File: config.mk
export PLATFORM = sky130hd
export DESIGN_NAME = tcmc_ctrl
export DESIGN_NICKNAME = d
export VERILOG_FILES = /design/src/rtl/core/tcmc_pkg.sv /design/src/rtl/core/tcmc_ctrl.sv
export SDC_FILE = /design/constraint.sdc
export NUM_CORES = 1
export LEC_CHECK = 0
export BUFFER_PORTS_ARGS = -buffer_cell sky130_fd_sc_hd__buf_2
export CORE_MARGIN = 2
export CORE_UTILIZATION = 32
export DETAILED_ROUTE_END_ITERATION = 7
export PLACE_DENSITY = 0.59
export SLEW_MARGIN = 5
export SYNTH_ARGS = -nofsm -noshare
export SYNTH_HDL_FRONTEND = slang
export SYNTH_SLANG_ARGS = --single-unit
File: constraint.sdc
create_clock -name clk_i -period 3 [get_ports clk_i]
set_input_delay 0.3 -clock clk_i [delete_from_list [all_inputs] [get_ports clk_i]]
set_output_delay 0.3 -clock clk_i [all_outputs]
set_load 0.02 [all_outputs]
File: src/rtl/core/tcmc_pkg.sv
// Shared types, widths and codes of the timing coincidence match counter.
package tcmc_pkg;

  // Store depth and derived index widths
  localparam int unsigned LIST_DEPTH = 32;
  localparam int unsigned IDX_W      = (LIST_DEPTH > 1) ? $clog2(LIST_DEPTH) : 1;
  localparam int unsigned FILL_W     = $clog2(LIST_DEPTH + 1);

  // Field and datapath widths
  localparam int unsigned OP_W      = 2;
  localparam int unsigned STAMP_W   = 40;
  localparam int unsigned HALF_W    = STAMP_W / 2;
  localparam int unsigned TICK_W    = 16;
  localparam int unsigned PPROD_W   = HALF_W + TICK_W;
  localparam int unsigned PROD_W    = STAMP_W + TICK_W;
  localparam int unsigned TIME_W    = PROD_W + 2;
  localparam int unsigned CMP_W     = TIME_W + 1;
  localparam int unsigned OFFSET_W  = 32;
  localparam int unsigned WIN_W     = 21;
  localparam int unsigned POS_W     = 5;
  localparam int unsigned CNT_W     = 6;
  localparam int unsigned APB_AW    = 5;
  localparam int unsigned APB_DW    = 32;
  localparam int unsigned REG_IDX_W = 3;

  localparam logic [FILL_W-1:0] FILL_FULL = FILL_W'(LIST_DEPTH);
  localparam logic [CNT_W-1:0]  CNT_MAX   = CNT_W'(LIST_DEPTH);
  localparam logic [POS_W-1:0]  POS_MAX   = POS_W'(LIST_DEPTH - 1);

  // Opcodes
  localparam logic [OP_W-1:0] OP_LOAD_HIT   = 2'd0;
  localparam logic [OP_W-1:0] OP_LOAD_PULSE = 2'd1;
  localparam logic [OP_W-1:0] OP_EVAL       = 2'd2;

  // Register indexes
  localparam logic [REG_IDX_W-1:0] REG_HIT_TICK     = 3'd0;
  localparam logic [REG_IDX_W-1:0] REG_PULSE_TICK   = 3'd1;
  localparam logic [REG_IDX_W-1:0] REG_PULSE_OFFSET = 3'd2;
  localparam logic [REG_IDX_W-1:0] REG_WINDOW_LOW   = 3'd3;
  localparam logic [REG_IDX_W-1:0] REG_WINDOW_HIGH  = 3'd4;

  // Register reset values
  localparam logic [TICK_W-1:0]   HIT_TICK_RST   = 16'd25;
  localparam logic [TICK_W-1:0]   PULSE_TICK_RST = 16'd1000;
  localparam logic [OFFSET_W-1:0] OFFSET_RST     = '0;
  localparam logic [WIN_W-1:0]    WIN_LOW_RST    = WIN_W'(-300000);
  localparam logic [WIN_W-1:0]    WIN_HIGH_RST   = WIN_W'(300000);

  // Result side codes
  localparam logic SIDE_PULSE = 1'b0;
  localparam logic SIDE_HIT   = 1'b1;

  typedef struct packed {
    logic [OP_W-1:0]    op;
    logic [STAMP_W-1:0] stamp;
  } in_item_t;

  typedef struct packed {
    logic             side;
    logic [POS_W-1:0] position;
    logic [CNT_W-1:0] match_count;
    logic             overflow;
    logic             last;
  } out_item_t;

  typedef struct packed {
    logic [TICK_W-1:0]   hit_tick;
    logic [TICK_W-1:0]   pulse_tick;
    logic [OFFSET_W-1:0] pulse_offset;
    logic [WIN_W-1:0]    window_low;
    logic [WIN_W-1:0]    window_high;
  } cfg_t;

  typedef struct packed {
    logic             mul_en;
    logic             load_pulse;
    logic             wr_en;
    logic             scan;
    logic             cnt_clr;
    logic             emit;
    logic             last;
    logic             clear;
    logic             side;
    logic [IDX_W-1:0] ref_idx;
    logic [IDX_W-1:0] oth_idx;
  } ctrl_cmd_t;

  typedef struct packed {
    logic [FILL_W-1:0] hit_fill;
    logic [FILL_W-1:0] pulse_fill;
    logic              out_free;
  } ctrl_status_t;

endpackage

File: src/rtl/core/tcmc_ctrl.sv
// Controller: load sequencing and the evaluation walk over both stores.
module tcmc_ctrl (
  input  logic                      clk_i,
  input  logic                      rst_ni,
  input  logic                      in_valid_i,
  input  logic [tcmc_pkg::OP_W-1:0] in_op_i,
  output logic                      in_ready_o,
  input  tcmc_pkg::ctrl_status_t    status_i,
  output tcmc_pkg::ctrl_cmd_t       cmd_o
);

  typedef enum logic [2:0] {
    ST_IDLE,
    ST_LOAD,
    ST_REF,
    ST_SCAN,
    ST_DRAIN,
    ST_EMIT,
    ST_DONE
  } state_e;

  state_e                      state_q, state_d;
  logic                        side_q, side_d;
  logic [tcmc_pkg::FILL_W-1:0] i_q, i_d, j_q, j_d;
  logic                        in_ready_q, in_ready_d;

  logic                        accept;
  logic [tcmc_pkg::FILL_W-1:0] ref_fill, oth_fill, i_nxt, j_nxt;
  tcmc_pkg::ctrl_cmd_t         cmd;

  assign accept   = in_valid_i & in_ready_q;
  assign ref_fill = (side_q == tcmc_pkg::SIDE_HIT) ? status_i.hit_fill : status_i.pulse_fill;
  assign oth_fill = (side_q == tcmc_pkg::SIDE_HIT) ? status_i.pulse_fill : status_i.hit_fill;
  assign i_nxt    = i_q + tcmc_pkg::FILL_W'(1);
  assign j_nxt    = j_q + tcmc_pkg::FILL_W'(1);

  always_comb begin
    state_d = state_q;
    side_d  = side_q;
    i_d     = i_q;
    j_d     = j_q;
    cmd     = '0;
    cmd.side    = side_q;
    cmd.ref_idx = i_q[tcmc_pkg::IDX_W-1:0];
    cmd.oth_idx = j_q[tcmc_pkg::IDX_W-1:0];

    case (state_q)
      ST_IDLE: begin
        if (accept) begin
          case (in_op_i)
            tcmc_pkg::OP_LOAD_HIT: begin
              cmd.mul_en = 1'b1;
              state_d    = ST_LOAD;
            end
            tcmc_pkg::OP_LOAD_PULSE: begin
              cmd.mul_en     = 1'b1;
              cmd.load_pulse = 1'b1;
              state_d        = ST_LOAD;
            end
            tcmc_pkg::OP_EVAL: begin
              side_d  = tcmc_pkg::SIDE_PULSE;
              i_d     = '0;
              state_d = ST_REF;
            end
            default: ;
          endcase
        end
      end
      ST_LOAD: begin
        cmd.wr_en = 1'b1;
        state_d   = ST_IDLE;
      end
      ST_REF: begin
        if (i_q == ref_fill) begin
          if (side_q == tcmc_pkg::SIDE_PULSE) begin
            side_d = tcmc_pkg::SIDE_HIT;
            i_d    = '0;
          end else begin
            state_d = ST_DONE;
          end
        end else begin
          cmd.cnt_clr = 1'b1;
          j_d         = '0;
          state_d     = (oth_fill == '0) ? ST_EMIT : ST_SCAN;
        end
      end
      ST_SCAN: begin
        cmd.scan = 1'b1;
        if (j_nxt == oth_fill) begin
          state_d = ST_DRAIN;
        end else begin
          j_d = j_nxt;
        end
      end
      ST_DRAIN: begin
        state_d = ST_EMIT;
      end
      ST_EMIT: begin
        if (status_i.out_free) begin
          cmd.emit = 1'b1;
          cmd.last = (i_nxt == ref_fill) &&
                     ((side_q == tcmc_pkg::SIDE_HIT) || (status_i.hit_fill == '0));
          i_d      = i_nxt;
          state_d  = ST_REF;
        end
      end
      ST_DONE: begin
        cmd.clear = 1'b1;
        state_d   = ST_IDLE;
      end
      default: begin
        state_d = ST_IDLE;
      end
    endcase

    in_ready_d = (state_d == ST_IDLE);
  end

  always_ff @(posedge clk_i or negedge rst_ni) begin
    if (!rst_ni) begin
      state_q    <= ST_IDLE;
      side_q     <= tcmc_pkg::SIDE_PULSE;
      i_q        <= '0;
      j_q        <= '0;
      in_ready_q <= 1'b0;
    end else begin
      state_q    <= state_d;
      side_q     <= side_d;
      i_q        <= i_d;
      j_q        <= j_d;
      in_ready_q <= in_ready_d;
    end
  end

  assign in_ready_o = in_ready_q;
  assign cmd_o      = cmd;

endmodule

==> results.toml, run 1 <==
[synthesis]
ys.flop_type = "dfrtp_1"
synth_cell_types = 43
ys_warn_count = 0
syn_nets = 203
synth_cells = 183
synth_area_sq_um = 1574
ys_ff_latch = 17
avgSynthCellArea_sq_um = 8.601
synthArstFlopShare_pct = 100.0
ys_seq_area_share_pct = 27.03
synth_edf_count = 0

[worst_setup_path]
crit_path_start_kind = "flop"
cp_cell_sequence = "mux2i_1 > xnor2_1 > nor4_4 > a21oi_1 > buf_2"
path_class = "reg -> out"
cpPeakStageDelay_ps = 570
cp_max_fo = 14
crit_slowest_cell = "dfrtp_2"
reg2reg_slack_ps = 620
worstReg2RegStart = "side_q"
rr_endpoint = "j_q[3]"
crit_path_end_kind = "primary output"
ff2ff_path_depth = 6
cp.required_ps = 2700
arrival_ps = 2360

[worst_hold_path]
hp-start = "status_i[0]"
whs_path_depth = 3
hp-class = "in -> reg"
holdPathEnd = "state_q[2]"

[clocking]
cts_setup_buffers = 0
cts_tree = "done"
clk_latency_ps = 250
clockBufferDepth = 2
clock_sinks = 17
cts_buffers = 3
clockRootBuffer = "clkbuf_8"
htree_levels = 1
clk_pin_slew_ps = 70

[route]
drt_iter0_markers = 78
postRouteAntennaNets = 0
drt_pass1_iterations = 4
avgRoutedWirePerCell_um = 12.98
routed-via-count = 1367
finalWirelength_mm = 3.582
vias_per_cell = 4.953
route.detailed.drc = 0

[placed_design]
gp_congestion = 0.8499
dp_cells = 271
dp_hpwl_mm = 2.869
port_buffers = 37

[final_layout]
synthToLayoutAreaGrowth_pct = 13.35
num_antenna_cells = 0
layout.cells.non_filler = 276
layout-drive-gt1-share_pct = 25.36
nNetsFinal = 230

[die]
chipHeight_um = 74.14
die_width_um = 74.14
dieArea_sq_um = 5496
fp.coreArea_sq_um = 4723
io_pins = 38
start_util_pct = 33.32
rows = 25

[run]
cap_violations = 0

[sta]
tns_ps = 0
finalSetupViolations = 0
slew_viol_final = 0
slew_headroom_pct = 54.61
skew_ps = 0.7543
period_share_pct = 88.58
tightest_slew_ps = 674.6
fmax_mhz = 376.3
period_needed_ps = 2657
whs_ps = 444.6
grt_setup_unrepaired = "false"
hold_violations = 0

[global_route]
track_usage_pct = 13.97
grt_pass1_vias = 1222
grt_pass1_wl_mm = 5.885
grt-ovfl-total = 0
grt_max_degree = 18
antenna_found_initial = 0

[power_and_ir_drop]
power_leakage_nw = 0.8008
finalPower_mw = 1.590
cellPowerDensity_nw_per_um2 = 891.1
vdd_drop_max_v = 0.0001877

[status]
outcome = "finished, final reports clean"
where the power goes:
part | total [mW] | switching, mW | leakage, nW | internal (mW)
clock | 0.174 | 0.0821 | 0.0255 | 0.0922
combinational | 0.927 | 0.518 | 0.566 | 0.410
sequential | 0.488 | 0.167 | 0.209 | 0.321
total | 1.59 | 0.767 | 0.801 | 0.823
cell usage after synthesis, types with 2 or more instances:
library cell   n  share of area [%]
dfrtp_1       17                 27
mux2i_1       15                9.5
nand2_1       13                3.1
nor2_1        13                3.1
xnor2_1       13                7.2
buf_4         12                5.7
inv_1         10                2.4
a21oi_1        8                2.5
nand3_1        8                2.5
o21ai_0        8                2.5
nor3_1         7                2.2
nand3b_1       5                2.4
nor4_1         5                2.0
nand2b_1       4                1.6
xor2_1         4                2.2
a21o_1         3                1.4
and3_1         3                1.2
clkbuf_1       3               0.72
o211ai_1       3                1.4
a211oi_1       2               0.95
a31oi_1        2               0.79
buf_6          2                1.4
ha_1           2                1.6
mux2_2         2                1.4
placed cells by master (no fill, tap or decap), types with 8 or more instances in the layout:
master / instances
mux2i_1: 15
dfrtp_1: 16
a21oi_1: 8
nand2_1: 13
xnor2_1: 13
inv_1: 10
nand3_1: 8
buf_2: 37
nor2_1: 13
o21ai_0: 8
timing repair:
item	CTS	global route
hold buffers	1	0
setup endpoints to repair	0	1
hold endpoints to repair	17	0
resized for setup	0	1
critical path: cells and delay by family (launching register included):
kind | cells | cell delay [ps]
and+or+nand+nor | 1 | 90
AOI/OAI and AO/OA | 1 | 480
DFF | 1 | 570
buffers and inverters | 1 | 260
xor gates and xnor gates | 1 | 220
muxes | 1 | 480
cells by family after synthesis:
kind of cell               after synthesis  synth area share, %
adders and majority gates                2                1.590
AOI/OAI and AO/OA                       35                15.34
xor gates and xnor gates                18                10.89
and+or+nand+nor                         66                22.97
buffers and inverters                   27                10.25
DFF                                     17                27.03
muxes                                   18                11.92
stage by stage:
| step | worst slack, ps | cell area, sq um | util (%) |
|---|---|---|---|
| after floorplan | 662.3 | 1574 | - |
| after global placement | 446.7 | 1727 | 36.56 |
| after detailed placement | 421.4 | 1727 | 36.56 |
| after CTS | 143.9 | 1783 | 37.75 |
| after global routing | 126.1 | 1784 | 37.77 |
| final | 342.6 | 1784 | 37.77 |
final cells by class:
| class | count | area (sq um) |
|---|---|---|
| Tap cell | 67 | 83.83 |
| Clock buffer | 3 | 41.29 |
| Sequential cell | 17 | 426.7 |
| Fill cell | 484 | 2939 |
| Inverter | 10 | 37.54 |
| Clock inverter | 1 | 5.005 |
| Timing Repair Buffer | 39 | 202.7 |
| Multi-Input combinational cell | 139 | 987.2 |
metal layers:
metal  routed length, um  share of wire, %  vias up  global-route usage [%]
met5                   0                 0        -                       0
met4                  57               1.6        0                   5.455
met3                 194               5.4        4                   2.168
met2                1505                42       44                   20.44
met1                1824                51      619                   20.57
li1                    -                 -      700                       -
flip-flops by register name (all words and copies together) (netlist names):
register    cells
i_q             6
side_q          1
j_q             6
in_ready_o      1
state_q         3
how the worst max path moves through the flow:
stage                     startpoint   endpoint  slack [ps]  depth (start not counted)
after floorplan           state_q[0]  cmd_o[12]         660                          7
after global placement        side_q  cmd_o[14]         450                          5
after detailed placement      side_q  cmd_o[14]         420                          5
after CTS                     side_q  cmd_o[14]         140                          5
after global routing          side_q  cmd_o[14]         130                          6
final                         side_q  cmd_o[14]         340                          5
No activity file was read; power rests on OpenSTA's default activity.
==> run 2, diff against run 1 <==
--- a/config.mk
+++ b/config.mk
@@ -9,7 +9,6 @@
 export CORE_MARGIN = 2
 export CORE_UTILIZATION = 32
 export DETAILED_ROUTE_END_ITERATION = 7
-export PLACE_DENSITY = 0.59
 export SLEW_MARGIN = 5
 export SYNTH_ARGS = -nofsm -noshare
 export SYNTH_HDL_FRONTEND = slang
==> results.toml, run 2 (synthesized netlist as in run 1, its figures left out) <==
[route]
finalWirelength_mm = 3.742
avgRoutedWirePerCell_um = 13.51
drt_iter0_markers = 138
routed-via-count = 1410
route.detailed.drc = 0
vias_per_cell = 5.090
postRouteAntennaNets = 0
drt_pass1_iterations = 4

[die]
fp.coreArea_sq_um = 4723
chipHeight_um = 74.14
rows = 25
dieArea_sq_um = 5496
io_pins = 38
die_width_um = 74.14
start_util_pct = 33.32

[clocking]
cts_tree = "done"
clockRootBuffer = "clkbuf_8"
htree_levels = 1
clock_sinks = 17
cts_buffers = 3
clk_pin_slew_ps = 80
cts_setup_buffers = 0
clk_latency_ps = 260
clockBufferDepth = 2

[power_and_ir_drop]
power_leakage_nw = 0.8058
vdd_drop_max_v = 0.0002195
cellPowerDensity_nw_per_um2 = 895.0

[placed_design]
gp_congestion = 0.8943
dp_hpwl_mm = 2.909
port_buffers = 37
place_area_sq_um = 1734

[global_route]
met1_usage_pct = 20.05
track_usage_pct = 14.06
grt_max_degree = 18
antenna_found_initial = 0
busiest_layer = "met2"
grt_pass1_wl_mm = 5.947
grt_pass1_vias = 1262
gr-usage-met3_pct = 2.439
grt_util_met2_pct = 21.43
grt-ovfl-total = 0

[sta]
period_needed_ps = 2659
slew_headroom_pct = 50.11
finalSetupViolations = 0
tightest_slew_ps = 741.5
tns_ps = 0
grt_setup_unrepaired = "false"
fmax_mhz = 376.1
hold_violations = 0
skew_ps = 6.636
slew_viol_final = 0
period_share_pct = 88.63

[worst_setup_path]
path_class = "reg -> out"
crit_path_start_kind = "flop"
cpPeakStageDelay_ps = 670
crit_slowest_cell = "dfrtp_1"
arrival_ps = 2360
cpLargestDelayFamily = "flip-flops"
cp_max_fo = 12
crit_path_end_kind = "primary output"
cp_num_buf_inv = 1
cp.required_ps = 2700
cp_cell_sequence = "mux2i_1 > nand3_1 > o211ai_1 > o21ai_0 > o21a_1 > nor4_1 > buf_2"

[final_layout]
nNetsFinal = 231
num_antenna_cells = 0
layout-drive-gt1-share_pct = 25.71
fill_cells = 499
synthToLayoutAreaGrowth_pct = 13.99
fin_area_sq_um = 1794
final_cell_mix = "buf_2 (37), dfrtp_1 (17), mux2i_1 (15)"
largestRegisters = "i_q x6, j_q x6, state_q x3"
fin_util_pct = 37.99
layout_commonest_cell = "buf_2"

[worst_hold_path]
hp-class = "in -> reg"

[status]
outcome = "finished, final reports clean"

[run]
cap_violations = 0
## run 2: final timing paths
kind                             start          to  slack [ps]  cells after the start
max                             side_q   cmd_o[12]         340                      7
min                        status_i[0]  state_q[2]         430                      3
min in group asynchronous       rst_ni  state_q[2]         510                      2
max in group asynchronous       rst_ni      i_q[5]        2190                      2
max reg2reg                     side_q      i_q[1]         510                      6
min reg2reg                     j_q[5]      j_q[5]         530                      1
## run 2: through the flow
stage / setup slack (ps) / hold WS (ps) / instances / power (mW)
CTS: 193.3 / 423.9 / 277 / 1.614
global placement: 501.9 / 257.6 / 272 / 1.423
floorplan: 662.3 / 4.409 / 183 / 1.311
finish: 341.2 / 430.9 / 277 / 1.606
global route: 130.3 / 427.6 / 277 / 1.735
detailed placement: 496.0 / 261.5 / 272 / 1.428
## run 2: layout make-up
class                      count  area (sq um)  share of cell area, %
clock buffer                   3         41.29                  2.301
tap                           67         83.83                  4.672
clock inverter                 1         5.005                 0.2789
inverter                      10         37.54                  2.092
multi-input combinational    139         991.0                  55.23
sequential                    17         425.4                  23.71
timing repair buffer          40         210.2                  11.72
## run 2: worst reg2reg max path, cell delays in order, from the launching register on
cell	delay, ps
dfrtp_1	670
mux2i_1	510
xnor2_1	180
nor4_4	350
nand4_2	200
a21oi_2	280
mux2i_1	220
## run 2: where the power goes
group | internal [mW] | switching, mW | total, mW
registers | 0.320 | 0.164 | 0.484
clock network | 0.0923 | 0.0860 | 0.178
logic | 0.419 | 0.525 | 0.944
## run 2: layer usage
layer	part of all wire, %	vias up
met2	43	34
li1	-	698
met3	4.8	4
met4	1.5	0
met5	0	-
met1	51	674
## run 2: repair_timing
action,in CTS,in global routing
setup endpoints to repair,0,1
hold buffers,1,0
endpoints found under the hold margin,17,0
gates resized for setup,0,1
==> run 3, diff against run 2 <==
--- a/config.mk
+++ b/config.mk
@@ -5,7 +5,7 @@
 export SDC_FILE = /design/constraint.sdc
 export NUM_CORES = 1
 export LEC_CHECK = 0
-export BUFFER_PORTS_ARGS = -buffer_cell sky130_fd_sc_hd__buf_2
+export BUFFER_PORTS_ARGS = -buffer_cell sky130_fd_sc_hd__clkbuf_2
 export CORE_MARGIN = 2
 export CORE_UTILIZATION = 32
 export DETAILED_ROUTE_END_ITERATION = 7
==> results.toml, run 3 (synthesized netlist as in run 1, its figures left out) <==
[clocking]
cts_tree = "done"
cts_buffers = 3
clock_sinks = 17
clk_latency_ps = 250
clockRootBuffer = "clkbuf_8"
clockBufferDepth = 2
htree_levels = 1
cts_setup_buffers = 0
clk_pin_slew_ps = 70

[worst_setup_path]
cp_max_fo = 15
crit_path_start_kind = "flop"
path_class = "reg -> out"
cp.required_ps = 2700
cp_cell_sequence = "mux2i_1 > xnor2_1 > nor4_4 > a21oi_1 > clkbuf_2"
crit_slowest_cell = "dfrtp_2"
cpPeakStageDelay_ps = 580
arrival_ps = 2400
cpLargestDelayFamily = "flip-flops"
cp_num_buf_inv = 1
crit_path_end_kind = "primary output"

[placed_design]
port_buffers = 37
gp_congestion = 0.8666
place_area_sq_um = 1727
post-place-ws_ps = 391.9
dp_hpwl_mm = 2.945

[route]
routed-via-count = 1366
drt_pass1_iterations = 4
vias_per_cell = 4.949
route.detailed.drc = 0
avgRoutedWirePerCell_um = 13.51
finalWirelength_mm = 3.728
drt_iter0_markers = 91
postRouteAntennaNets = 0

[sta]
grt_setup_unrepaired = "false"
finalSetupViolations = 0
hold_violations = 0
period_needed_ps = 2701
tightest_slew_ps = 766.2
period_share_pct = 90.04
tns_ps = 0
slew_headroom_pct = 48.45
skew_ps = 6.966
fin_ws_ps = 298.9
fmax_mhz = 370.2
slew_viol_final = 0

[die]
start_util_pct = 33.32
rows = 25
fp.coreArea_sq_um = 4723
chipHeight_um = 74.14
dieArea_sq_um = 5496
die_width_um = 74.14
io_pins = 38

[status]
outcome = "finished, final reports clean"

[final_layout]
synthToLayoutAreaGrowth_pct = 13.28
fin_util_pct = 37.75
nNetsFinal = 230
layout-drive-gt1-share_pct = 24.88
num_antenna_cells = 0
largestRegisters = "i_q x6, j_q x6, state_q x3"
layout_commonest_cell = "clkbuf_2"
final_cell_mix = "clkbuf_2 (37), dfrtp_1 (16), mux2i_1 (15)"
fin_area_sq_um = 1783

[global_route]
grt_util_met2_pct = 20.73
grt_max_degree = 18
track_usage_pct = 14.14
grt-ovfl-total = 0
grt_pass1_wl_mm = 6.065
antenna_found_initial = 0
gr-usage-met3_pct = 1.491
grt_pass1_vias = 1251
met1_usage_pct = 21.15
busiest_layer = "met1"

[power_and_ir_drop]
cellPowerDensity_nw_per_um2 = 897.1
finalPower_mw = 1.600
power_leakage_nw = 0.7936
vdd_drop_max_v = 0.0002452

[run]
cap_violations = 0

[worst_hold_path]
hp-class = "in -> reg"
-- run 3: cell types whose count changed in the layout (fill, tap and decap cells not counted), sizes merged --
| cell | previous run | this run |
|---|---|---|
| clkbuf | 3 | 41 |
| clkinv | 1 | 0 |
| buf | 39 | 1 |
-- run 3: layout make-up --
| type | instances | area, sq um |
|---|---|---|
| Fill cell | 489 | 2940 |
| Sequential cell | 17 | 426.7 |
| Multi-Input combinational cell | 139 | 987.2 |
| Timing Repair Buffer | 39 | 202.7 |
| Tap cell | 67 | 83.83 |
| Clock buffer | 4 | 45.04 |
| Inverter | 10 | 37.54 |
-- run 3: layer usage --
| layer | wire, um | vias up | share of wire, % |
|---|---|---|---|
| met3 | 157 | 4 | 4.2 |
| met1 | 1842 | 634 | 49 |
| met2 | 1666 | 33 | 45 |
| met4 | 62 | 0 | 1.7 |
| met5 | 0 | - | 0 |
| li1 | - | 695 | - |
-- run 3: per-stage QoR --
step,instances,hold slack [ps]
after CTS,276,448.1
final,276,453.7
after global placement,271,271.9
after floorplan,183,4.409
after detailed placement,271,273.3
after global routing,276,458.8
-- run 3: what timing repair did --
action / in CTS / in global routing
gates resized for setup: 0 / 1
endpoints found under the setup margin: 0 / 2
hold buffers: 1 / 0
endpoints found under the hold margin: 7 / 0
-- run 3: report_power, final --
| part | total (mW) | switching (mW) | internal (mW) |
|---|---|---|---|
| Clock | 0.173 | 0.0787 | 0.0941 |
| Combinational | 0.930 | 0.522 | 0.408 |
| Sequential | 0.496 | 0.175 | 0.321 |
-- run 3: worst min-delay path, delay by kind of cell --
family,cells,cell delay (ps)
compound gates,2,220
buf+inv,1,130
-- run 3: path summary, 6_finish.rpt --
| check | start | to | slack (ps) | depth (start not counted) |
|---|---|---|---|---|
| worst max-delay path | side_q | cmd_o[14] | 300 | 5 |
| worst min-delay path | status_i[0] | state_q[2] | 450 | 3 |
| worst max register to register | side_q | j_q[3] | 570 | 6 |
| worst min register to register | j_q[5] | j_q[5] | 500 | 1 |
| max in group asynchronous | rst_ni | side_q | 2130 | 2 |
| min in group asynchronous | rst_ni | i_q[2] | 530 | 2 |
