[config.mk]
export PLATFORM = sky130hd
export DESIGN_NAME = tcmc_cfg_regs
export DESIGN_NICKNAME = d
export VERILOG_FILES = /design/src/rtl/core/tcmc_pkg.sv /design/src/rtl/core/tcmc_cfg_regs.sv
export SDC_FILE = /design/constraint.sdc
export NUM_CORES = 1
export LEC_CHECK = 0
export ABC_AREA = 1
export BUFFER_PORTS_ARGS = -buffer_cell sky130_fd_sc_hd__buf_2
export CAP_MARGIN = 10
export CORE_AREA = 2 2 148 150
export CTS_CLUSTER_DIAMETER = 40
export DETAILED_ROUTE_END_ITERATION = 12
export DIE_AREA = 0 0 150 152
export HOLD_SLACK_MARGIN = 0.02
export PLACE_DENSITY = 0.56
export SYNTH_ARGS = -nofsm -noshare
export SYNTH_HDL_FRONTEND = slang
export SYNTH_SLANG_ARGS = --single-unit
[constraint.sdc]
create_clock -name clk_i -period 2.58 [get_ports clk_i]
set_clock_uncertainty 0.2 [all_clocks]
set_input_delay 0.129 -clock clk_i [delete_from_list [all_inputs] [get_ports clk_i]]
set_output_delay 0.129 -clock clk_i [all_outputs]
set_load 0.05 [all_outputs]
[src/rtl/core/tcmc_pkg.sv]
// Shared types, widths and codes of the timing coincidence match counter.
package tcmc_pkg;

  // Store depth and derived index widths
  localparam int unsigned LIST_DEPTH = 32;
  localparam int unsigned IDX_W      = (LIST_DEPTH > 1) ? $clog2(LIST_DEPTH) : 1;
  localparam int unsigned FILL_W     = $clog2(LIST_DEPTH + 1);

  // Field and datapath widths
  localparam int unsigned OP_W      = 2;
  localparam int unsigned STAMP_W   = 40;
  localparam int unsigned HALF_W    = STAMP_W / 2;
  localparam int unsigned TICK_W    = 16;
  localparam int unsigned PPROD_W   = HALF_W + TICK_W;
  localparam int unsigned PROD_W    = STAMP_W + TICK_W;
  localparam int unsigned TIME_W    = PROD_W + 2;
  localparam int unsigned CMP_W     = TIME_W + 1;
  localparam int unsigned OFFSET_W  = 32;
  localparam int unsigned WIN_W     = 21;
  localparam int unsigned POS_W     = 5;
  localparam int unsigned CNT_W     = 6;
  localparam int unsigned APB_AW    = 5;
  localparam int unsigned APB_DW    = 32;
  localparam int unsigned REG_IDX_W = 3;

  localparam logic [FILL_W-1:0] FILL_FULL = FILL_W'(LIST_DEPTH);
  localparam logic [CNT_W-1:0]  CNT_MAX   = CNT_W'(LIST_DEPTH);
  localparam logic [POS_W-1:0]  POS_MAX   = POS_W'(LIST_DEPTH - 1);

  // Opcodes
  localparam logic [OP_W-1:0] OP_LOAD_HIT   = 2'd0;
  localparam logic [OP_W-1:0] OP_LOAD_PULSE = 2'd1;
  localparam logic [OP_W-1:0] OP_EVAL       = 2'd2;

  // Register indexes
  localparam logic [REG_IDX_W-1:0] REG_HIT_TICK     = 3'd0;
  localparam logic [REG_IDX_W-1:0] REG_PULSE_TICK   = 3'd1;
  localparam logic [REG_IDX_W-1:0] REG_PULSE_OFFSET = 3'd2;
  localparam logic [REG_IDX_W-1:0] REG_WINDOW_LOW   = 3'd3;
  localparam logic [REG_IDX_W-1:0] REG_WINDOW_HIGH  = 3'd4;

  // Register reset values
  localparam logic [TICK_W-1:0]   HIT_TICK_RST   = 16'd25;
  localparam logic [TICK_W-1:0]   PULSE_TICK_RST = 16'd1000;
  localparam logic [OFFSET_W-1:0] OFFSET_RST     = '0;
  localparam logic [WIN_W-1:0]    WIN_LOW_RST    = WIN_W'(-300000);
  localparam logic [WIN_W-1:0]    WIN_HIGH_RST   = WIN_W'(300000);

  // Result side codes
  localparam logic SIDE_PULSE = 1'b0;
  localparam logic SIDE_HIT   = 1'b1;

  typedef struct packed {
    logic [OP_W-1:0]    op;
    logic [STAMP_W-1:0] stamp;
  } in_item_t;

  typedef struct packed {
    logic             side;
    logic [POS_W-1:0] position;
    logic [CNT_W-1:0] match_count;
    logic             overflow;
    logic             last;
  } out_item_t;

  typedef struct packed {
    logic [TICK_W-1:0]   hit_tick;
    logic [TICK_W-1:0]   pulse_tick;
    logic [OFFSET_W-1:0] pulse_offset;
    logic [WIN_W-1:0]    window_low;
    logic [WIN_W-1:0]    window_high;
  } cfg_t;

  typedef struct packed {
    logic             mul_en;
    logic             load_pulse;
    logic             wr_en;
    logic             scan;
    logic             cnt_clr;
    logic             emit;
    logic             last;
    logic             clear;
    logic             side;
    logic [IDX_W-1:0] ref_idx;
    logic [IDX_W-1:0] oth_idx;
  } ctrl_cmd_t;

  typedef struct packed {
    logic [FILL_W-1:0] hit_fill;
    logic [FILL_W-1:0] pulse_fill;
    logic              out_free;
  } ctrl_status_t;

endpackage

[src/rtl/core/tcmc_cfg_regs.sv]
// APB-style configuration register file.
module tcmc_cfg_regs (
  input  logic                        clk_i,
  input  logic                        rst_ni,
  input  logic                        psel,
  input  logic                        penable,
  input  logic                        pwrite,
  input  logic [tcmc_pkg::APB_AW-1:0] paddr,
  input  logic [tcmc_pkg::APB_DW-1:0] pwdata,
  output logic [tcmc_pkg::APB_DW-1:0] prdata,
  output logic                        pready,
  output tcmc_pkg::cfg_t              cfg_o
);

  tcmc_pkg::cfg_t                  cfg_q;
  logic [tcmc_pkg::REG_IDX_W-1:0]  reg_idx;
  logic                            wr_en;

  assign reg_idx = paddr[tcmc_pkg::APB_AW-1:2];
  assign wr_en   = psel & penable & pwrite;
  assign pready  = 1'b1;

  always_ff @(posedge clk_i or negedge rst_ni) begin
    if (!rst_ni) begin
      cfg_q.hit_tick     <= tcmc_pkg::HIT_TICK_RST;
      cfg_q.pulse_tick   <= tcmc_pkg::PULSE_TICK_RST;
      cfg_q.pulse_offset <= tcmc_pkg::OFFSET_RST;
      cfg_q.window_low   <= tcmc_pkg::WIN_LOW_RST;
      cfg_q.window_high  <= tcmc_pkg::WIN_HIGH_RST;
    end else if (wr_en) begin
      case (reg_idx)
        tcmc_pkg::REG_HIT_TICK:     cfg_q.hit_tick     <= pwdata[tcmc_pkg::TICK_W-1:0];
        tcmc_pkg::REG_PULSE_TICK:   cfg_q.pulse_tick   <= pwdata[tcmc_pkg::TICK_W-1:0];
        tcmc_pkg::REG_PULSE_OFFSET: cfg_q.pulse_offset <= pwdata[tcmc_pkg::OFFSET_W-1:0];
        tcmc_pkg::REG_WINDOW_LOW:   cfg_q.window_low   <= pwdata[tcmc_pkg::WIN_W-1:0];
        tcmc_pkg::REG_WINDOW_HIGH:  cfg_q.window_high  <= pwdata[tcmc_pkg::WIN_W-1:0];
        default: ;
      endcase
    end
  end

  always_comb begin
    case (reg_idx)
      tcmc_pkg::REG_HIT_TICK:     prdata = tcmc_pkg::APB_DW'(cfg_q.hit_tick);
      tcmc_pkg::REG_PULSE_TICK:   prdata = tcmc_pkg::APB_DW'(cfg_q.pulse_tick);
      tcmc_pkg::REG_PULSE_OFFSET: prdata = tcmc_pkg::APB_DW'(cfg_q.pulse_offset);
      tcmc_pkg::REG_WINDOW_LOW:   prdata = tcmc_pkg::APB_DW'(cfg_q.window_low);
      tcmc_pkg::REG_WINDOW_HIGH:  prdata = tcmc_pkg::APB_DW'(cfg_q.window_high);
      default:                    prdata = '0;
    endcase
  end

  assign cfg_o = cfg_q;

endmodule

==> impl_results.md, run 1 <==
- Max Cap Viol: 0
- Worst hold-check path type: input pin to async pin
- Yosys cell types: 23
- Critical-path cell list: buf_2 > nand3_4 > inv_1 > buf_4 > nand2_1 > nand3_1 > buf_2
- Synth top area cells: dfrtp_1, nand2_1, dfstp_2
- Post-Layout Inst Area: 0.007068 sq mm
- RSZ-0062 raised after global routing: no
- Reg-to-reg endpoint: cfg_o[90]$_DFFE_PN1P_
- Routed len/inst: 16.91 um
- CP max FO: 21
- H-Tree Depth: 3
- Worst R2R Start: cfg_o[90]$_DFFE_PN1P_
- Drt first pass iters: 7
- GP Congestion: 0.8379
- Core Util, Final: 33.10%
- Initial Utilization: 24.50%
- Register area share after synthesis: 51.33%
- Post-Syn Instances: 664
- Ys async rst share: 100.0%
- Rel. slew slack: 46.81%
- Synth top cells by count: nand2_1, o21ai_0, dfrtp_1
- First-pass GRT wire length: 29.18 mm
- Internal Power: 0.003554 W
- I/O pin count: 181
- Max Root-Sink Buffers: 2
- Row count: 54
- Critical path's slowest cell: buf_2
- Flop pwr share: 35.6%
- Post-synth top flop: dfrtp_1
- Placed cell areas: 0.006361 sq mm
- IR drop worst, VDD: 0.3244 mV
- Nets: 897
- Tot GR Track Use: 16.80%
- Final hold violations: 0
- Initial antenna violation count: 0
- Pleak: 3.864 nW
- DRT Wirelength: 19.27 mm
- R2R depth: 2
- Switching part of the total: 44.15%
- Worst slew pin tran: 0.7952 ns
- CP Class: input pin to output pin
- PostCTS Resize Cnt: 0
- Layout area overhead: 35.11%
- Final min period: 2.057 ns
- Skew-Pair Late Insertion Delay: 0.36 ns
- Post-Syn Area: 0.005231 sq mm
- Largest net degree at the start of global routing: 56
- Largest register FFs: 106
- Ys Warns: 0
- Die area: 0.02280 sq mm
- Setup Viol. Count Final: 0
- CTS buffer count: 9
- Worst Setup End Kind: output pin
- Drt drc: 0
- Final Cycle Share: 79.71%
- Detailed placer's ending HPWL: 13.30 mm
- Yosys top cell area share: 38.27%
- # port buffers: 177
- Worst EP required: 2.25 ns
- Startpoint type of the worst setup path: input pin
- Number of global-route vias before repair: 4819
- Iteration-0 DRC Markers: 407
- Setup_tns: 0 ns
- ANT cells: 0
- Die W: 150 um
- Critical path arrival: 1.73 ns
- CP dominant cell by count: buf_2
- Clock root cell: clkbuf_16
- ANT nets after route: 0
- Clk sink count: 106
- Slew Viols, Final: 0
- Share of cells above drive strength 1: 28.95%
- Slowest stage delay, CP: 0.49 ns
- FF-to-FF setup slack: 1.60 ns
- FILL cells: 2301
- EDFF count, synth: 0
- Reg clk slew, reported paths: 0.07 ns
- Clock share of power: 26.8%
- Synthesized netlist net count: 706
- Gr ovfl total: 0
- DR vias/cell: 4.518
- Max Fclk: 486.2 MHz
- CTS tree: yes
- Status: completed
- Switching power: 0.002809 W
- Comb power frac: 37.6%
- CORE AREA: 0.02135 sq mm
- Postcts setup bufs: 0
- Via count: 5150
- Pwr Density: 900.2 mW/mm^2
- Die Y: 152 um
- Synth area leader: dfrtp_1
- Mapped Avg Cell Area: 7.878 sq um
- Most common cell in the synthesized netlist: nand2_1
- FF+latch count, synth: 106
==> final cells by class <==
| class | instances | area (sq um) | area share [%] |
|---|---|---|---|
| Sequential cell | 106 | 2685 | 37.99 |
| Multi-Input combinational cell | 496 | 2235 | 31.62 |
| Timing Repair Buffer | 226 | 1366 | 19.33 |
| Tap cell | 280 | 350.3 | 4.957 |
| Clock buffer | 9 | 225.2 | 3.186 |
| Clock inverter | 7 | 141.4 | 2.000 |
| Inverter | 16 | 65.06 | 0.9205 |
==> power groups by stage <==
stage | clock network [W] | logic [W] | registers (W)
4_1_cts | 0.00175 | 0.00241 | 0.00227
3_5_place_dp | 0 | 0.00237 | 0.00230
3_3_place_gp | 0 | 0.00235 | 0.00229
6_report | 0.00170 | 0.00239 | 0.00227
5_1_grt | 0.00182 | 0.00253 | 0.00232
2_1_floorplan | 0 | 0.000583 | 0.00340
==> through the flow <==
step | power (W) | worst slack, ns | hold slack (ns) | instances
floorplan | 0.003983 | 0.8614 | -0.3666 | 664
global placement | 0.004644 | 0.5353 | -0.1617 | 1090
detailed placement | 0.004665 | 0.5405 | -0.1616 | 1090
CTS | 0.006428 | 0.5335 | 0.09644 | 1140
global route | 0.006664 | 0.4064 | 0.09127 | 1140
finish | 0.006363 | 0.5234 | 0.09760 | 1140
==> routing by layer <==
layer | up-vias | track usage, % | routed length, um
met4 | 0 | 3.414 | 149
li1 | 2533 | - | -
met3 | 11 | 4.535 | 1444
met2 | 190 | 26.38 | 8989
met5 | - | 0 | 0
met1 | 2416 | 23.29 | 8690
==> worst max-delay path by stage <==
stage,slack (ns),startpoint,to,cells past startpoint
4_1_cts,0.53,paddr[3],prdata[5],7
5_1_grt,0.41,paddr[3],prdata[16],7
6_report,0.52,paddr[3],prdata[16],7
3_3_place_gp,0.54,paddr[2],prdata[5],8
3_5_place_dp,0.54,paddr[2],prdata[5],8
2_1_floorplan,0.86,cfg_o[66]$_DFFE_PN0P_,prdata[24],2
==> cells in the final DEF, fill, tap and decap left out, types with 3 or more instances in the layout <==
master	synthesis	routed
nand4_1	16	16
nand3_1	53	53
nor2_1	27	27
nor2_8	4	4
dfstp_2	26	26
o21ai_0	99	99
bufinv_16	0	4
inv_1	14	14
dfrtp_1	80	80
o21ai_1	7	7
nand2_1	280	280
clkbuf_16	0	9
buf_4	10	14
dlygate4sd3_1	0	34
buf_2	10	176
nand2_4	3	3
==> logic make-up (layout without fill, tap and decap cells) <==
logic type / Yosys count / after routing / synth area share (%)
and+or+nand+nor: 389 / 389 / 32.36
AOI/OAI and AO/OA: 106 / 106 / 10.14
DFF: 106 / 106 / 51.33
buffers and inverters: 62 / 258 / 6.099
other: 1 / 1 / 0.07168
==> critical path, delay by kind of cell <==
kind                   cells  cell delay (ns)
buffers and inverters      4             1.14
and+or+nand+nor            3             0.44
==> what timing repair did <==
item,CTS,global route
hold buffers,34,0
hold endpoints to repair,187,0
setup endpoints to repair,0,0
(Power assumes the default switching activity.)
==> run 2: changes to the inputs <==
--- a/config.mk
+++ b/config.mk
@@ -5,15 +5,15 @@
 export SDC_FILE = /design/constraint.sdc
 export NUM_CORES = 1
 export LEC_CHECK = 0
-export ABC_AREA = 1
+export ABC_AREA = 0
 export BUFFER_PORTS_ARGS = -buffer_cell sky130_fd_sc_hd__buf_2
 export CAP_MARGIN = 10
-export CORE_AREA = 2 2 148 150
+export CORE_AREA = 2 2 143 145
 export CTS_CLUSTER_DIAMETER = 40
 export DETAILED_ROUTE_END_ITERATION = 12
-export DIE_AREA = 0 0 150 152
+export DIE_AREA = 0 0 145 147
 export HOLD_SLACK_MARGIN = 0.02
-export PLACE_DENSITY = 0.56
+export PLACE_DENSITY = 0.57
 export SYNTH_ARGS = -nofsm -noshare
 export SYNTH_HDL_FRONTEND = slang
 export SYNTH_SLANG_ARGS = --single-unit
==> constraint.sdc (replaced) <==
create_clock -name clk_i -period 2.1 [get_ports clk_i]
set_clock_uncertainty 0.2 [all_clocks]
set_input_delay 0.105 -clock clk_i [delete_from_list [all_inputs] [get_ports clk_i]]
set_output_delay 0.105 -clock clk_i [all_outputs]
set_load 0.05 [all_outputs]
==> impl_results.md, run 2 <==
- Status: completed
- Mapped Avg Cell Area: 14.22 sq um (+80%)
- H-Tree Depth: 3 (unchanged)
- # port buffers: 177 (unchanged)
- Initial Utilization: 24.58% (+0.076 points)
- CORE AREA: 0.01984 sq mm (-7.1%)
- FF+latch count, synth: 106 (unchanged)
- Slowest stage delay, CP: 0.38 ns (-0.11 ns)
- CTS tree: yes
- Gr ovfl total: 0 (unchanged)
- CTS buffer count: 9 (unchanged)
- Clock root cell: clkbuf_16
- Die W: 145 um (-3.3%)
- Via count: 3872 (-25%)
- Non-Filler Instances: 842 (-26%)
- Largest net degree at the start of global routing: 42 (-25%)
- Synthesized netlist net count: 385 (-45%)
- Row count: 52 (-3.7%)
- Iteration-0 DRC Markers: 123 (-70%)
- Pwr Density: 1121 mW/mm^2 (+25%)
- Postcts setup bufs: 0 (unchanged)
- Worst slew pin tran: 0.5809 ns (-0.2142 ns)
- Die Y: 147 um (-3.3%)
- PostCTS Resize Cnt: 0 (unchanged)
- Most common cell in the synthesized netlist: mux2_2
- Routed len/inst: 18.70 um (+11%)
- CP dominant cell by count: buf_2
- Pleak: 3.387 nW (-12%)
- Share of cells above drive strength 1: 66.08% (+37 points)
- DR vias/cell: 4.599 (+1.8%)
- Rel. slew slack: 61.27% (+14 points)
- Number of global-route vias before repair: 4160 (-14%)
- Tot GR Track Use: 14.96% (-1.8 points)
- Largest register FFs: 106 (unchanged)
- Post-Syn Instances: 343 (-48%)
- Max Fclk: 530.8 MHz
- FILL cells: 1971 (-14%)
- GP Congestion: 0.8226 (-1.8%)
- EDFF count, synth: 0 (unchanged)
- Drt drc: 0 (unchanged)
- Setup Viol. Count Final: 0 (unchanged)
- Initial antenna violation count: 0 (unchanged)
- Critical path arrival: 1.58 ns (-0.15 ns)
- Drt first pass iters: 4 (-3)
- Final min period: 1.884 ns
- ANT nets after route: 0 (unchanged)
- Ys async rst share: 100.0% (unchanged)
- ANT cells: 0 (unchanged)
- Clk sink count: 106 (unchanged)
- First-pass GRT wire length: 24.31 mm (-17%)
- Skew-Pair Late Insertion Delay: 0.35 ns (about the same)
- Post-CTS Hold Buffers: 33 (-2.9%)
- Area occupied by multi-input gates: 0.002051 sq mm (-8.2%)
- Commonest non-fill, non-tap cell in the layout: buf_2
- Critical path's slowest cell: buf_2
- RSZ-0062 raised after global routing: no
- Setup_tns: 0 ns (unchanged)
- Ys Warns: 0 (unchanged)
- CP max FO: 15 (-29%)
- Final hold violations: 0 (unchanged)
- Worst hold-check path type: input pin to async pin
- Die area: 0.02132 sq mm (-6.5%)
- CP delay by family, top: buffers and inverters
- Yosys cell types: 27 (+17%)
- DP Cell Count: 793 (-27%)
- WP buf/inv: 3 (-1)
- I/O pin count: 181 (unchanged)
- Max Root-Sink Buffers: 2 (unchanged)
- Post-synth top flop: dfrtp_1
- IR drop worst, VDD: 0.5840 mV (+80%)
- Final Cycle Share: 89.70%
- Worst EP required: 1.79 ns (-0.46 ns)
- Layout area overhead: 41.53%
- Critical-path cell list: buf_2 > buf_4 > mux2_2 > a32oi_1 > o21ai_1 > buf_2
- Register area share after synthesis: 55.05% (+3.7 points)
- Most frequent cells in the layout: buf_2, mux2_2, dfrtp_1, dlygate4sd3_1, dfstp_2
- Startpoint type of the worst setup path: input pin
- CP Class: input pin to output pin
- Nets: 609 (-32%)
- Detailed placer's ending HPWL: 11.11 mm (-17%)
- Register area: 0.002685 sq mm (unchanged)
- Synth area leader: dfrtp_1
- DRT Wirelength: 15.75 mm (-18%)
- Yosys top cell area share: 41.05% (+2.8 points)
- Worst Setup End Kind: output pin
- Slew Viols, Final: 0 (unchanged)
- Max Cap Viol: 0 (unchanged)
- Post-Syn Area: 0.004877 sq mm (-6.8%)
- Reg clk slew, reported paths: 0.07 ns (about the same)
- Synth top area cells: dfrtp_1, mux2_2, dfstp_2
- Synth top cells by count: mux2_2, dfrtp_1, dfstp_2
## run 2: metrics by stage
step / util, % / area, sq um / setup WS [ns] / total power [W] / hold slack (ns)
3_3_place_gp: 31.48 / 6246 / 0.1834 / 0.005825 / -0.06927
6_report: 34.79 / 6903 / 0.2162 / 0.007740 / 0.1024
5_1_grt: 34.79 / 6903 / 0.1011 / 0.008093 / 0.1387
2_1_floorplan: - / 4877 / 0.1106 / 0.005061 / -0.3906
3_5_place_dp: 31.48 / 6246 / 0.1646 / 0.005894 / -0.06104
4_1_cts: 34.79 / 6903 / 0.1792 / 0.007839 / 0.09550
## run 2: final timing paths
path / startpoint / endpoint / slack [ns] / cells after the start
max: paddr[2] / prdata[15] / 0.22 / 6
min: rst_ni / cfg_o[100]$_DFFE_PN0P_ / 0.10 / 2
max reg2reg: cfg_o[75]$_DFFE_PN0P_ / cfg_o[75]$_DFFE_PN0P_ / 1.09 / 1
min reg2reg: cfg_o[33]$_DFFE_PN0P_ / cfg_o[33]$_DFFE_PN0P_ / 0.33 / 1
max in group asynchronous: rst_ni / cfg_o[81]$_DFFE_PN1P_ / 0.90 / 3
min in group clk_i: penable / cfg_o[33]$_DFFE_PN0P_ / 0.27 / 5
## run 2: kinds of logic after synthesis
| kind of cell | Yosys count | share of synthesized area [%] |
|---|---|---|
| AND/OR/NAND/NOR | 29 | 4.105 |
| multiplexers | 127 | 29.96 |
| buffers and inverters | 27 | 3.309 |
| AO/OA/AOI/OAI | 53 | 7.491 |
| flip-flops | 106 | 55.05 |
| other | 1 | 0.07689 |
## run 2: cell type report
type / instances / share of cell area [%]
Sequential cell: 106 / 38.90
Multi-Input combinational cell: 210 / 29.71
Timing Repair Buffer: 239 / 21.71
Tap cell: 270 / 4.894
Clock buffer: 9 / 3.263
Clock inverter: 7 / 1.468
Inverter: 1 / 0.05438
## run 2: metal layers
layer | GRT usage (%) | wire length, um | vias up
met5 | 0 | 0 | -
met4 | 6.089 | 385 | 0
met3 | 3.913 | 933 | 27
met2 | 25.60 | 7771 | 160
met1 | 17.99 | 6656 | 1962
li1 | - | - | 1723
## run 2: where the power goes
part | internal (W) | switching, W
Clock | 0.00106 | 0.000796
Combinational | 0.000838 | 0.00222
Sequential | 0.00251 | 0.000316
Total | 0.00441 | 0.00333
==> run 3: changes to the inputs <==
--- a/config.mk
+++ b/config.mk
@@ -8,12 +8,14 @@
 export ABC_AREA = 0
 export BUFFER_PORTS_ARGS = -buffer_cell sky130_fd_sc_hd__buf_2
 export CAP_MARGIN = 10
+export CELL_PAD_IN_SITES_DETAIL_PLACEMENT = 0
+export CELL_PAD_IN_SITES_GLOBAL_PLACEMENT = 1
 export CORE_AREA = 2 2 143 145
-export CTS_CLUSTER_DIAMETER = 40
+export CTS_CLUSTER_DIAMETER = 50
 export DETAILED_ROUTE_END_ITERATION = 12
 export DIE_AREA = 0 0 145 147
 export HOLD_SLACK_MARGIN = 0.02
-export PLACE_DENSITY = 0.57
+export PLACE_DENSITY = 0.66
 export SYNTH_ARGS = -nofsm -noshare
 export SYNTH_HDL_FRONTEND = slang
 export SYNTH_SLANG_ARGS = --single-unit
==> impl_results.md, run 3 (synthesized netlist as in run 2, its figures left out) <==
- PostCTS Resize Cnt: 0 (unchanged)
- Setup Viol. Count Final: 0 (unchanged)
- Via count: 3900 (+0.72%)
- FILL cells: 1971 (unchanged)
- DR WL met2: 7.602 mm (-2.2%)
- IR drop worst, VDD: 0.3846 mV (-34%)
- Clk sink count: 106 (unchanged)
- I/O pin count: 181 (unchanged)
- Internal Power: 0.004186 W (-5.1%)
- Nets: 603 (-0.99%)
- Drt first pass iters: 4 (unchanged)
- Final hold violations: 0 (unchanged)
- Die W: 145 um (unchanged)
- Layout area overhead: 39.46%
- Worst Setup End Kind: output pin
- Routed len/inst: 18.50 um (-1.1%)
- Die area: 0.02132 sq mm (unchanged)
- Iteration-0 DRC Markers: 94 (-24%)
- Place WS: 0.2505 ns (+0.08582 ns)
- Max Fclk: 544.2 MHz (+2.5%)
- CP Class: flip-flop to output pin
- Switching power: 0.003276 W (-1.6%)
- Worst hold-check path type: input pin to async pin
- Max Cap Viol: 0 (unchanged)
- Clock root cell: clkbuf_16
- Critical path's slowest cell: dfrtp_1
- Detailed placer's ending HPWL: 10.66 mm (-4.0%)
- Critical path arrival: 1.53 ns (-0.05 ns)
- Max Root-Sink Buffers: 2 (unchanged)
- Pleak: 3.328 nW (-1.7%)
- Tot GR Track Use: 14.51% (-0.45 points)
- Worst slew pin tran: 0.5811 ns (+0.0001766 ns)
- CP max FO: 3 (-12)
- Worst EP required: 1.79 ns (about the same)
- CORE AREA: 0.01984 sq mm (unchanged)
- Met3 wire length: 1.038 mm (+11%)
- DRT Wirelength: 15.48 mm (-1.7%)
- Flop pwr share: 37.9% (+1.3 points)
- CTS tree: yes
- Reg clk slew, reported paths: 0.07 ns (about the same)
- Postcts setup bufs: 0 (unchanged)
- Row count: 52 (unchanged)
- ANT nets after route: 0 (unchanged)
- CTS buffer count: 9 (unchanged)
- Clock share of power: 21.3% (-2.6 points)
- WHS: 0.1672 ns (+0.06475 ns)
- Rel. slew slack: 61.26% (about the same)
- Final min period: 1.838 ns (-0.04612 ns)
- Share of cells above drive strength 1: 65.37% (-0.71 points)
- First-pass GRT wire length: 23.54 mm (-3.2%)
- DR vias/cell: 4.659 (+1.3%)
- Final Cycle Share: 87.51% (-2.2 points)
- Status: completed
- Setup_tns: 0 ns (unchanged)
- Gr ovfl total: 0 (unchanged)
- Slowest stage delay, CP: 0.40 ns (+0.02 ns)
- Drt drc: 0 (unchanged)
- H-Tree Depth: 3 (unchanged)
- Switching part of the total: 43.90% (+0.87 points)
- Initial Utilization: 24.58% (unchanged)
- # port buffers: 177 (unchanged)
- Commonest non-fill, non-tap cell in the layout: buf_2
- Initial antenna violation count: 0 (unchanged)
- Metal-1 WL: 6.533 mm (-1.8%)
- Skew-Pair Late Insertion Delay: 0.34 ns (about the same)
- Comb power frac: 40.8% (+1.3 points)
- Startpoint type of the worst setup path: flip-flop
- Critical-path cell list: mux2_2 > a32oi_1 > o21ai_1 > buf_2
- Pwr Density: 1097 mW/mm^2 (-2.1%)
- Largest register FFs: 106 (unchanged)
- RSZ-0062 raised after global routing: no
- Most frequent cells in the layout: buf_2, mux2_2, dfrtp_1, dlygate4sd3_1, dfstp_2
- Final setup margin: 0.2623 ns (+0.04612 ns)
- Number of global-route vias before repair: 4093 (-1.6%)
- Die Y: 147 um (unchanged)
- GP Congestion: 0.7732 (-6.0%)
- Slew Viols, Final: 0 (unchanged)
- Largest net degree at the start of global routing: 107 (+150%)
- DR top layer: met4
==> run 3: stage by stage <==
step / util [%] / instance area (sq um) / cells / total power [W]
2_1_floorplan: - / 4877 / 343 / 0.005061
3_3_place_gp: 31.21 / 6193 / 787 / 0.005819
3_5_place_dp: 31.21 / 6193 / 787 / 0.005879
4_1_cts: 34.26 / 6799 / 836 / 0.007555
5_1_grt: 34.26 / 6799 / 836 / 0.007805
6_report: 34.27 / 6802 / 837 / 0.007463
==> run 3: area by class of cell <==
class,count,area (sq um),area share [%]
Multi-Input combinational cell,210,2056,30.22
Clock buffer,12,246.5,3.624
Timing Repair Buffer,233,1441,21.19
Clock inverter,4,28.78,0.4231
Tap cell,270,337.8,4.967
Inverter,1,3.754,0.05519
Sequential cell,106,2685,39.48
Antenna cell,1,2.502,0.03679
==> run 3: what timing repair did <==
action                     in CTS  in global routing
setup endpoints to repair       0                  0
hold buffers                   33                  0
hold endpoints to repair      205                  0
==> run 3: final timing paths <==
kind	cells past startpoint	endpoint	startpoint	slack (ns)
worst min-delay path	3	cfg_o[87]$_DFFE_PN0P_	rst_ni	0.17
max in group asynchronous	3	cfg_o[1]$_DFFE_PN0P_	rst_ni	1.10
worst min register to register	1	cfg_o[66]$_DFFE_PN0P_	cfg_o[66]$_DFFE_PN0P_	0.33
worst max register to register	1	cfg_o[89]$_DFFE_PN0P_	cfg_o[89]$_DFFE_PN0P_	1.10
min in group clk_i	5	cfg_o[79]$_DFFE_PN1P_	penable	0.28
worst max-delay path	4	prdata[0]	cfg_o[21]$_DFFE_PN0P_	0.26
==> run 3: power groups by stage <==
stage          sequential (W)  clock, W  combinational [W]
4_1_cts               0.00283   0.00166            0.00306
2_1_floorplan         0.00424         0           0.000821
6_report              0.00283   0.00159            0.00304
5_1_grt               0.00289   0.00175            0.00316
3_3_place_gp          0.00283         0            0.00299
3_5_place_dp          0.00286         0            0.00302
==> run 3: layer usage <==
layer  global-route usage [%]  vias to the layer above
met2                    24.88                      153
met3                    4.193                       24
met4                    5.644                        0
met5                        0                        -
li1                         -                     1722
met1                    17.26                     2001
==> run 3: worst max-delay path, delay by kind of cell, from the launching register on <==
kind	cells	cell delay, ns
compound gates	2	0.27
flops	1	0.40
mux	1	0.28
buf+inv	1	0.23
